$ cat config.mk
export PLATFORM = sky130hd
export DESIGN_NAME = utf8_text_field_validator_core_flat
export DESIGN_NICKNAME = d
export VERILOG_FILES = /design/src/hw/rtl/utvf_pkg.sv /design/src/hw/rtl/utvf_intf.sv /design/src/hw/rtl/utf8_text_field_validator_core.sv /design/src/flat_wrapper.sv
export SDC_FILE = /design/constraint.sdc
export NUM_CORES = 1
export LEC_CHECK = 0
export ABC_AREA = 1
export ABC_CLOCK_PERIOD_IN_PS = 2380
export BUFFER_PORTS_ARGS = -buffer_cell sky130_fd_sc_hd__buf_2
export CAP_MARGIN = 5
export CORE_MARGIN = 2
export CORE_UTILIZATION = 45
export DETAILED_ROUTE_END_ITERATION = 8
export GPL_ROUTABILITY_DRIVEN = 0
export HOLD_SLACK_MARGIN = 0.1
export PLACE_DENSITY_LB_ADDON = 0.1
export SLEW_MARGIN = 20
export SYNTH_ARGS = -nofsm -noshare
export SYNTH_HDL_FRONTEND = slang
export SYNTH_SLANG_ARGS = --single-unit
$ cat constraint.sdc
create_clock -name clk_i -period 2.38 [get_ports clk_i]
set_input_delay 0.476 -clock clk_i [delete_from_list [all_inputs] [get_ports clk_i]]
set_output_delay 0.476 -clock clk_i [all_outputs]
set_load 0.05 [all_outputs]
$ cat src/hw/rtl/utvf_pkg.sv
// constants and character classification functions of the utf-8 text field validator
// no dependencies; used by the channel interfaces and the core

package utvf_pkg;

  localparam int unsigned ByteW      = 8;
  localparam int unsigned CountW     = 8;
  localparam int unsigned MaxRepeatW = 4;
  localparam int unsigned CharBytesW = 32;
  localparam int unsigned CharLenW   = 3;
  localparam int unsigned ExtraW     = 2;

  localparam logic [CountW-1:0]     CountLimit     = 8'd255;
  localparam logic [MaxRepeatW-1:0] MaxRepeatReset = 4'd3;
  localparam logic [ByteW-1:0]      AccentLead     = 8'hC3;
  localparam logic [ByteW-1:0]      SpaceChar      = 8'h20;
  localparam logic [ByteW-1:0]      DigitLo        = 8'h30;
  localparam logic [ByteW-1:0]      DigitHi        = 8'h39;
  localparam logic [CharLenW-1:0]   MaxCharLen     = 3'd4;

  function automatic logic is_digit(input logic [ByteW-1:0] b);
    return (b >= DigitLo) && (b <= DigitHi);
  endfunction

  function automatic logic is_plain_allowed(input logic [ByteW-1:0] b, input logic spaces);
    logic ok;
    ok = is_digit(b) || (b >= 8'h41 && b <= 8'h5A) || (b >= 8'h61 && b <= 8'h7A);
    unique case (b)
      8'h5F, 8'h2D, 8'h2E, 8'h40, 8'h21, 8'h23, 8'h24,
      8'h25, 8'h26, 8'h2A, 8'h3F, 8'h2B, 8'h3D: ok = 1'b1;
      SpaceChar: ok = spaces;
      default: ok = ok;
    endcase
    return ok;
  endfunction

  function automatic logic is_accent_tail(input logic [ByteW-1:0] b);
    logic ok;
    unique case (b)
      8'hA1, 8'hA9, 8'hAD, 8'hB3, 8'hBA, 8'hBC, 8'h81,
      8'h89, 8'h8D, 8'h93, 8'h9A, 8'h9C, 8'hB1, 8'h91: ok = 1'b1;
      default: ok = 1'b0;
    endcase
    return ok;
  endfunction

  // continuation bytes that follow a lead byte
  function automatic logic [ExtraW-1:0] lead_extra(input logic [ByteW-1:0] b);
    logic [ExtraW-1:0] n;
    if (b[7] == 1'b0) n = 2'd0;
    else if (b[7:5] == 3'b110) n = 2'd1;
    else if (b[7:4] == 4'b1110) n = 2'd2;
    else if (b[7:3] == 5'b11110) n = 2'd3;
    else n = 2'd0;
    return n;
  endfunction

endpackage

$ cat src/hw/rtl/utvf_intf.sv
// valid/ready channel interfaces of the utf-8 text field validator
// depends on utvf_pkg

interface utvf_in_if
  import utvf_pkg::*;
();
  logic             valid;
  logic             ready;
  logic [ByteW-1:0] data_byte;
  logic             allow_spaces;
  logic             last_byte;

  modport source (output valid, data_byte, allow_spaces, last_byte, input ready);
  modport sink   (input valid, data_byte, allow_spaces, last_byte, output ready);
endinterface

interface utvf_out_if
  import utvf_pkg::*;
();
  logic              valid;
  logic              ready;
  logic              chars_valid;
  logic              repeat_run_found;
  logic              double_space_found;
  logic              digits_only;
  logic [CountW-1:0] char_count;

  modport source (output valid, chars_valid, repeat_run_found, double_space_found,
                  digits_only, char_count, input ready);
  modport sink   (input valid, chars_valid, repeat_run_found, double_space_found,
                  digits_only, char_count, output ready);
endinterface

interface utvf_cfg_if
  import utvf_pkg::*;
();
  logic                  valid;
  logic                  ready;
  logic [MaxRepeatW-1:0] max_repeat;

  modport source (output valid, max_repeat, input ready);
  modport sink   (input valid, max_repeat, output ready);
endinterface

$ cat src/hw/rtl/utf8_text_field_validator_core.sv
// utf-8 text field validator: byte input register, per-string check state, verdict register
// depends on utvf_pkg and the channel interfaces in utvf_intf.sv
// the final byte is held in the input register; the verdict register loads when that byte leaves it
// throughput: one byte per cycle, set by the single input register feeding the check logic
// a verdict waiting in the output register stalls the next final byte, and the input behind it
// reset: max_repeat returns to 3, all string state clears as at the start of a string

module utf8_text_field_validator_core
  import utvf_pkg::*;
(
  input  logic clk_i,
  input  logic rst_ni,
  utvf_in_if.sink    in_i,
  utvf_out_if.source out_o,
  utvf_cfg_if.sink   cfg_i
);

  logic [MaxRepeatW-1:0] max_rep_q;

  logic             s1_vld_q;
  logic [ByteW-1:0] s1_byte_q;
  logic             s1_sp_q;
  logic             s1_last_q;
  logic             s1_adv;

  logic                  pend_q, pend_d;
  logic                  ok_q, ok_d;
  logic                  prev_sp_q, prev_sp_d;
  logic                  dbl_q, dbl_d;
  logic                  dig_q, dig_d;
  logic [CountW-1:0]     cp_q, cp_d;
  logic [CharBytesW-1:0] prev_cur_q, prev_cur_d;
  logic [CharLenW-1:0]   prev_len_q, prev_len_d;
  logic [CharBytesW-1:0] cur_q, cur_d;
  logic [CharLenW-1:0]   len_q, len_d;
  logic [ExtraW-1:0]     bse_q, bse_d;
  logic [MaxRepeatW-1:0] run_q, run_d;
  logic                  exc_q, exc_d;
  logic                  fin, same;

  logic              out_vld_q;
  logic              o_valid_q, o_rep_q, o_dbl_q, o_dig_q;
  logic [CountW-1:0] o_cnt_q;

  assign cfg_i.ready = 1'b1;

  always_ff @(posedge clk_i or negedge rst_ni) begin
    if (!rst_ni) begin
      max_rep_q <= MaxRepeatReset;
    end else if (cfg_i.valid) begin
      max_rep_q <= cfg_i.max_repeat;
    end
  end

  assign s1_adv     = s1_vld_q && (!s1_last_q || !out_vld_q || out_o.ready);
  assign in_i.ready = !s1_vld_q || s1_adv;

  always_ff @(posedge clk_i or negedge rst_ni) begin
    if (!rst_ni) begin
      s1_vld_q <= 1'b0;
    end else if (in_i.ready) begin
      s1_vld_q <= in_i.valid;
    end
  end

  always_ff @(posedge clk_i) begin
    if (in_i.valid && in_i.ready) begin
      s1_byte_q <= in_i.data_byte;
      s1_sp_q   <= in_i.allow_spaces;
      s1_last_q <= in_i.last_byte;
    end
  end

  always_comb begin
    pend_d     = pend_q;
    ok_d       = ok_q;
    if (pend_q) begin
      pend_d = 1'b0;
      ok_d   = ok_q && is_accent_tail(s1_byte_q);
    end else if (!is_plain_allowed(s1_byte_q, s1_sp_q)) begin
      if (s1_byte_q == AccentLead) pend_d = 1'b1;
      else ok_d = 1'b0;
    end

    dbl_d     = dbl_q || (prev_sp_q && s1_byte_q == SpaceChar);
    prev_sp_d = (s1_byte_q == SpaceChar);
    dig_d     = dig_q && is_digit(s1_byte_q);
    cp_d      = (s1_byte_q[7:6] != 2'b10 && cp_q < CountLimit) ? cp_q + 8'd1 : cp_q;

    if (bse_q == '0) begin
      cur_d = {24'b0, s1_byte_q};
      len_d = 3'd1;
      bse_d = lead_extra(s1_byte_q);
    end else begin
      cur_d = cur_q | ({24'b0, s1_byte_q} << {len_q[1:0], 3'b000});
      len_d = len_q + 3'd1;
      bse_d = bse_q - 2'd1;
    end

    fin        = (bse_d == '0) || s1_last_q;
    same       = (prev_len_q == len_d) && (prev_cur_q == cur_d);
    run_d      = run_q;
    exc_d      = exc_q;
    prev_cur_d = prev_cur_q;
    prev_len_d = prev_len_q;
    if (fin) begin
      if (same) begin
        if (run_q >= max_rep_q) exc_d = 1'b1;
        else run_d = run_q + 4'd1;
      end else begin
        run_d = 4'd1;
      end
      prev_cur_d = cur_d;
      prev_len_d = len_d;
    end
  end

  always_ff @(posedge clk_i or negedge rst_ni) begin
    if (!rst_ni) begin
      pend_q     <= 1'b0;
      ok_q       <= 1'b1;
      prev_sp_q  <= 1'b0;
      dbl_q      <= 1'b0;
      dig_q      <= 1'b1;
      cp_q       <= '0;
      prev_cur_q <= '0;
      prev_len_q <= '0;
      cur_q      <= '0;
      len_q      <= '0;
      bse_q      <= '0;
      run_q      <= 4'd1;
      exc_q      <= 1'b0;
    end else if (s1_adv) begin
      if (s1_last_q) begin
        pend_q     <= 1'b0;
        ok_q       <= 1'b1;
        prev_sp_q  <= 1'b0;
        dbl_q      <= 1'b0;
        dig_q      <= 1'b1;
        cp_q       <= '0;
        prev_cur_q <= '0;
        prev_len_q <= '0;
        cur_q      <= '0;
        len_q      <= '0;
        bse_q      <= '0;
        run_q      <= 4'd1;
        exc_q      <= 1'b0;
      end else begin
        pend_q     <= pend_d;
        ok_q       <= ok_d;
        prev_sp_q  <= prev_sp_d;
        dbl_q      <= dbl_d;
        dig_q      <= dig_d;
        cp_q       <= cp_d;
        prev_cur_q <= prev_cur_d;
        prev_len_q <= prev_len_d;
        cur_q      <= cur_d;
        len_q      <= len_d;
        bse_q      <= fin ? '0 : bse_d;
        run_q      <= run_d;
        exc_q      <= exc_d;
      end
    end
  end

  always_ff @(posedge clk_i or negedge rst_ni) begin
    if (!rst_ni) begin
      out_vld_q <= 1'b0;
    end else if (s1_adv && s1_last_q) begin
      out_vld_q <= 1'b1;
    end else if (out_o.ready) begin
      out_vld_q <= 1'b0;
    end
  end

  always_ff @(posedge clk_i) begin
    if (s1_adv && s1_last_q) begin
      o_valid_q <= ok_d && !pend_d;
      o_rep_q   <= exc_d;
      o_dbl_q   <= dbl_d;
      o_dig_q   <= dig_d;
      o_cnt_q   <= cp_d;
    end
  end

  assign out_o.valid              = out_vld_q;
  assign out_o.chars_valid        = o_valid_q;
  assign out_o.repeat_run_found   = o_rep_q;
  assign out_o.double_space_found = o_dbl_q;
  assign out_o.digits_only        = o_dig_q;
  assign out_o.char_count         = o_cnt_q;

`ifndef SYNTHESIS
  a_run_nonzero: assert property (@(posedge clk_i) disable iff (!rst_ni)
    run_q != 4'd0)
    else $error("run length reached zero");

  a_prev_len_bound: assert property (@(posedge clk_i) disable iff (!rst_ni)
    prev_len_q <= MaxCharLen)
    else $error("stored character longer than four bytes");

  a_digits_are_valid: assert property (@(posedge clk_i) disable iff (!rst_ni)
    out_vld_q && out_o.digits_only |-> out_o.chars_valid)
    else $error("digit-only verdict marked invalid");

  a_count_monotone: assert property (@(posedge clk_i) disable iff (!rst_ni)
    s1_adv && !s1_last_q |=> cp_q >= $past(cp_q))
    else $error("code point count decreased within a string");
`endif

endmodule

$ cat src/flat_wrapper.sv
// flat-port wrapper written by rule: the top's interface ports become plain ports
module utf8_text_field_validator_core_flat import utvf_pkg::*;
  (clk_i, rst_ni, in_i_valid, in_i_data_byte, in_i_allow_spaces, in_i_last_byte, in_i_ready, out_o_valid, out_o_chars_valid, out_o_repeat_run_found, out_o_double_space_found, out_o_digits_only, out_o_char_count, out_o_ready, cfg_i_valid, cfg_i_max_repeat, cfg_i_ready);
  utvf_in_if in_i_i ();
  utvf_out_if out_o_i ();
  utvf_cfg_if cfg_i_i ();
  input  logic clk_i;
  input  logic rst_ni;
  input wire logic [$bits(in_i_i.valid)-1:0] in_i_valid;
  input wire logic [$bits(in_i_i.data_byte)-1:0] in_i_data_byte;
  input wire logic [$bits(in_i_i.allow_spaces)-1:0] in_i_allow_spaces;
  input wire logic [$bits(in_i_i.last_byte)-1:0] in_i_last_byte;
  output wire logic [$bits(in_i_i.ready)-1:0] in_i_ready;
  output wire logic [$bits(out_o_i.valid)-1:0] out_o_valid;
  output wire logic [$bits(out_o_i.chars_valid)-1:0] out_o_chars_valid;
  output wire logic [$bits(out_o_i.repeat_run_found)-1:0] out_o_repeat_run_found;
  output wire logic [$bits(out_o_i.double_space_found)-1:0] out_o_double_space_found;
  output wire logic [$bits(out_o_i.digits_only)-1:0] out_o_digits_only;
  output wire logic [$bits(out_o_i.char_count)-1:0] out_o_char_count;
  input wire logic [$bits(out_o_i.ready)-1:0] out_o_ready;
  input wire logic [$bits(cfg_i_i.valid)-1:0] cfg_i_valid;
  input wire logic [$bits(cfg_i_i.max_repeat)-1:0] cfg_i_max_repeat;
  output wire logic [$bits(cfg_i_i.ready)-1:0] cfg_i_ready;
  assign in_i_i.valid = in_i_valid;
  assign in_i_i.data_byte = in_i_data_byte;
  assign in_i_i.allow_spaces = in_i_allow_spaces;
  assign in_i_i.last_byte = in_i_last_byte;
  assign in_i_ready = in_i_i.ready;
  assign out_o_valid = out_o_i.valid;
  assign out_o_chars_valid = out_o_i.chars_valid;
  assign out_o_repeat_run_found = out_o_i.repeat_run_found;
  assign out_o_double_space_found = out_o_i.double_space_found;
  assign out_o_digits_only = out_o_i.digits_only;
  assign out_o_char_count = out_o_i.char_count;
  assign out_o_i.ready = out_o_ready;
  assign cfg_i_i.valid = cfg_i_valid;
  assign cfg_i_i.max_repeat = cfg_i_max_repeat;
  assign cfg_i_ready = cfg_i_i.ready;
  utf8_text_field_validator_core u_core (.clk_i(clk_i), .rst_ni(rst_ni), .in_i(in_i_i), .out_o(out_o_i), .cfg_i(cfg_i_i));
endmodule
Word level (Yosys, flattened, before mapping)

Index checks and enable logic that the tools add are counted.

Output and inout bits: 15
Register bits: 118

Order comparisons: 8
Shift operators: 1
Muxes and demuxes: 42
Bitwise operators: 1
Reductions and logical operators: 31
Add/sub/neg operators: 4
Eq/ne operators: 36

Operators by type and width:

| kind                                                                  | count |
|---|---|
| 32-bit two-way mux                                                    | 4 |
| 8-bit == test, second input constant                                  | 15 |
| 8-bit by 6-bit == test with 1-bit output, second input constant       | 12 |
| 32-bit == test                                                        | 1 |
| 32-bit OR                                                             | 1 |
| 8-bit by 5-bit left shift with 32-bit output                          | 1 |
| 1-bit two-way mux                                                     | 20 |
| 8-bit by 7-bit == test with 1-bit output, second input constant       | 2 |
| 8-bit by 7-bit >= comparator with 1-bit output, second input constant | 2 |
| 8-bit by 7-bit <= comparator with 1-bit output, second input constant | 2 |
| 4-bit two-way mux                                                     | 4 |
| 8-bit two-way mux                                                     | 2 |
| 2-bit two-way mux                                                     | 7 |
| 14-bit OR reduction                                                   | 1 |
| 13-bit OR reduction                                                   | 1 |
| 1-bit logical AND                                                     | 12 |
| 3-bit two-way mux                                                     | 4 |
| 8-bit by 1-bit adder with 8-bit output, second input constant         | 1 |
| 8-bit by 6-bit >= comparator with 1-bit output, second input constant | 1 |
| 8-bit by 6-bit <= comparator with 1-bit output, second input constant | 1 |
| 8-bit less-than comparator, second input constant                     | 1 |
| 1-bit logical OR                                                      | 7 |
| 5-bit == test, second input constant                                  | 1 |
| 4-bit by 1-bit adder with 4-bit output, second input constant         | 1 |
| other kinds (14)                                                      | 19 |

Logic depth before layout (Yosys ltp)

Depth after elaboration: 10
Gate-level depth with buffers: 17

Worst setup path before layout

OpenSTA, ideal clock, no wires.

Path type: register to register
Start: register u_core.out_vld_q, in the netlist u_core.out_o.valid
End: register u_core.prev_cur_q[20]
Library setup time: 134 ps
Data required time: 2,246 ps
Stages on the path, launching flop included: 10
Arrival time: 1,857 ps
Path slack: 389 ps
Cell sequence: dfrtp_1 inv_1 nor2_1 nand2_1 nand2_1 nor2_1 inv_1 clkbuf_1 clkbuf_1 o32ai_1

Cells in the longest elaborated chain, start to end: 5

RTL lines:

| what                                 | RTL line                              | RTL |
|---|---|---|
| start: declaration                   | utf8_text_field_validator_core.sv:41  | `logic out_vld_q;` |
| start signal: assignment             | utf8_text_field_validator_core.sv:168 | `out_vld_q <= 1'b0;` |
| start signal: assignment             | utf8_text_field_validator_core.sv:170 | `out_vld_q <= 1'b1;` |
| start signal: assignment             | utf8_text_field_validator_core.sv:172 | `out_vld_q <= 1'b0;` |
| 1-bit zero test                      | utf8_text_field_validator_core.sv:55  | `assign s1_adv = s1_vld_q && (!s1_last_q \|\| !out_vld_q \|\| out_o.ready);` |
| 1-bit logical OR (2 in series)       | utf8_text_field_validator_core.sv:55  |  |
| 1-bit logical AND                    | utf8_text_field_validator_core.sv:55  |  |
| 2-bit AND reduction (no source line) | --                                    |  |
| end signal: assignment               | utf8_text_field_validator_core.sv:155 | `prev_cur_q <= prev_cur_d;` |
| end: declaration                     | utf8_text_field_validator_core.sv:32  | `logic [CharBytesW-1:0] prev_cur_q, prev_cur_d;` |

Every way passes these cells.
A chain may end at the register's enable or synchronous reset.

Final worst setup path

Start: register u_core.s1_byte_q[3]
End: register u_core.run_q[3]

Cells in the longest elaborated chain, start to end: 10
Elaborated cells between the ends (all ways): 19
Those cells by class: eq/ne: 3; shift: 1; mux: 9; bitwise: 1; reduce/logical: 5

RTL lines:

| what                                                                                                  | RTL line                              | RTL |
|---|---|---|
| start: declaration                                                                                    | utf8_text_field_validator_core.sv:21  | `logic [ByteW-1:0] s1_byte_q;` |
| start signal: assignment                                                                              | utf8_text_field_validator_core.sv:68  | `s1_byte_q <= in_i.data_byte;` |
| parallel branches: the longest is 10 deep, another holds 8-bit by 5-bit left shift with 32-bit output | --                                    |  |
| end signal: assignment                                                                                | utf8_text_field_validator_core.sv:160 | `run_q <= run_d;` |
| end: declaration                                                                                      | utf8_text_field_validator_core.sv:37  | `logic [MaxRepeatW-1:0] run_q, run_d;` |

Parallel ways; which one is timed is not known. The select of a mux whose other input is x is not followed.

==> flow_summary.json <==
{
  "yosys.area.top_type_share_pct": 34.8,
  "ant_nets": 0,
  "finalHoldViolations": 0,
  "seq_area_mm2": 0.00307,
  "drive_above_1_share_pct": 14.7,
  "vdd_drop_max_v": 0.000471,
  "numCtsBuffers": 17,
  "start_util_pct": 45.5,
  "grt_max_degree": 97,
  "worstMarginPinSlew_ps": 613,
  "slowest_stage": "edfxtp_1",
  "path_max_fanout": 10,
  "crit_chain": "nand3_1 -> nand2_1 -> nand2_1 -> nand2_1 -> nand2_1 -> nand2_1 -> nor2_1 -> nand2_1 -> nor2_2 -> nand4_1 -> nor2_1 -> nand3_1 -> nand2_1",
  "design_area_mm2": 0.00761,
  "drt_iter0_markers": 365,
  "area_delta_synth_final_pct": 16.4,
  "die_area_mm2": 0.0155,
  "hp-class": "in -> async",
  "grtUsageTotal_pct": 23.6,
  "path_buf_inv": 0,
  "critPathKind": "reg -> reg",
  "io_pins": 34,
  "yosys.area.top_type": "dfrtp_1",
  "finalWorstSetupSlack_ps": 203,
  "coreArea_mm2": 0.0144,
  "place_area_mm2": 0.00694,
  "wl_mm": 17.3,
  "power_density_mw_per_mm2": 770,
  "path_clk_slew_ps": 50,
  "syn_area_per_cell_um2": 7.88,
  "antenna_found_initial": 0,
  "max_clock_freq_ghz": 0.459,
  "nNetsFinal": 896,
  "tritoncts": "done",
  "fin_crit_sh_pct": 91.5,
  "cap_violations": 0,
  "critPathMostFrequentCell": "nand2_1",
  "setup_viol": 0,
  "num_vias": 5812,
  "dpl_worst_slack_ps": 121,
  "grt_pass1_wl_mm": 28.8,
  "fillers": 1356,
  "status": "finished clean",
  "yosysWarnings": 0,
  "arrival_ps": 2530,
  "cts-root-buf": "clkbuf_16",
  "rsz0062_at_grt": "no",
  "syn_inst": 830,
  "synthTopCellsByArea": "dfrtp_1 (35%), nand2_1 (14%), edfxtp_1 (10%), nand3_1 (7.4%), inv_1 (6.7%)",
  "grt-ovfl-total": 0,
  "post-route-util_pct": 53.0,
  "dp_hpwl_mm": 12.3,
  "wire_per_inst_um": 16.2,
  "slew_violations": 0,
  "r2r_setup_slack_ps": 200,
  "port_buffers": 32,
  "fin_worst_skew_ps": 5.97,
  "leakagePower_uw": 0.00380,
  "worst_ep_required_time_ps": 2730,
  "clock-sinks": 118,
  "multi_input_area_mm2": 0.00280,
  "antenna_cells": 0,
  "die_x_um": 125,
  "slew_headroom_pct": 59.2,
  "drc": 0,
  "synth_cell_types": 42,
  "htree_levels": 4,
  "grt_pass1_vias": 5754,
  "synth_nets": 856,
  "synth_seq_area_share_pct": 46.9,
  "chipHeight_um": 125,
  "hold_buffers": 0,
  "first_pass_iters": 5,
  "clk_latency_ps": 420,
  "critPathMaxStageDelay_ps": 590,
  "viasPerCell": 5.45,
  "rows": 44,
  "cp-start-kind": "register",
  "clock_path_buffers": 2,
  "cp_top_family": "simple AND/OR/NAND/NOR gates",
  "cp-end-kind": "register",
  "period_needed_ps": 2180,
  "syn_area_mm2": 0.00654,
  "ys_ff_latch": 118,
  "setup_tns_ps": 0,
  "timing.hold.ws_ps": 46.1
}
-- registers in the layout (all words and copies together) (netlist names), 2 cells and up --
signal	cells
u_core.cur_q	32
u_core.prev_cur_q	32
u_core.cp_q	8
u_core.out_o.char_count	8
u_core.s1_byte_q	8
u_core.max_rep_q	4
u_core.run_q	4
u_core.len_q	3
u_core.prev_len_q	3
u_core.bse_q	2
-- routing by layer --
| layer | up-vias | global-route usage, % | wire [µm] |
|---|---|---|---|
| met3 | 46 | 5.76 | 741 |
| met4 | 0 | 9.72 | 567 |
| met2 | 161 | 39.4 | 8490 |
| met5 | - | 0 | 0 |
| met1 | 2784 | 29.3 | 7500 |
| li1 | 2821 | - | - |
-- cells in the mapped netlist, drive strengths merged --
library cell and count:
nand2 245, xnor2 1, o41ai 1, o32ai 28
o211ai 2, conb 1, dfstp 5, nor2 61
o21ai 20, edfxtp 22, a21oi 10, a32oi 1
xor2 11, a21boi 1, inv 121, mux2 1
nand3 99, buf 24, nand4 14, nand3b 1
dfrtp 91, o22ai 39, o31ai 2, clkbuf 17
a22o 1, ha 7, o2111ai 2, nor3 2
-- per-stage QoR --
step	power, µW	cells
global route	6160	1067
detailed placement	3400	1028
global placement	3370	1028
finish	5860	1067
CTS	5870	1060
floorplan	3050	830
-- placed cells by master, fill, tap and decap left out, types with 4 or more instances in the layout --
cell       netlist  routed
nand3_1         97      97
xor2_1          11      11
dfrtp_1         91      87
nand4_1         13      13
nor2_1          57      55
buf_2           11      31
clkbuf_16        0      17
buf_4            7      24
buf_12           1       7
dfstp_2          5       5
inv_1          116     115
o22ai_1         39      39
o21ai_0         20      20
nand2_1        236     235
dfrtp_2          0       4
inv_2            4       4
ha_1             7       6
o32ai_1         28      28
a21oi_1          8       8
edfxtp_1        22      22
nand2_2          8       9
-- what timing repair did --
action | in CTS | in global routing
endpoints found under the setup margin | 0 | 6
resized for setup | 0 | 11
buffers inserted | 0 | 7
-- cells by family after synthesis --
kind of cell    Yosys count  share of synthesized area, %
simple gates            422                          27.9
buf+inv                 162                          10.8
fa+ha+maj                 7                          1.34
xor+xnor                 12                          1.61
flops                   118                          46.9
compound gates          107                          11.3
other cells               1                        0.0574
mux                       1                         0.172
-- path summary, 6_finish.rpt --
check | from | endpoint | cells after the start
min | rst_ni | u_core.max_rep_q[2] | 2
max | u_core.s1_byte_q[3] | u_core.run_q[3] | 13
min in group clk_i | in_i_data_byte[1] | u_core.s1_byte_q[1] | 1
min reg2reg | u_core.cur_q[2] | u_core.cur_q[2] | 2
max in group asynchronous | rst_ni | u_core.len_q[1] | 2
max reg2reg | u_core.s1_byte_q[3] | u_core.run_q[3] | 13
-- layout make-up --
type	instances	share of cell area, %
Clock inverter	14	1.77
Sequential cell	118	40.4
Clock buffer	18	5.77
Inverter	121	6.06
Multi-Input combinational cell	550	36.7
Timing Repair Buffer	62	6.24
Tap cell	184	3.02
-- power breakdown --
group	internal (µW)	switching, µW	leakage, µW
logic	351	751	0.00203
registers	2200	95.2	0.00150
clock network	1550	912	0.000274
Note: power is estimated with default switching activity, not from simulation.
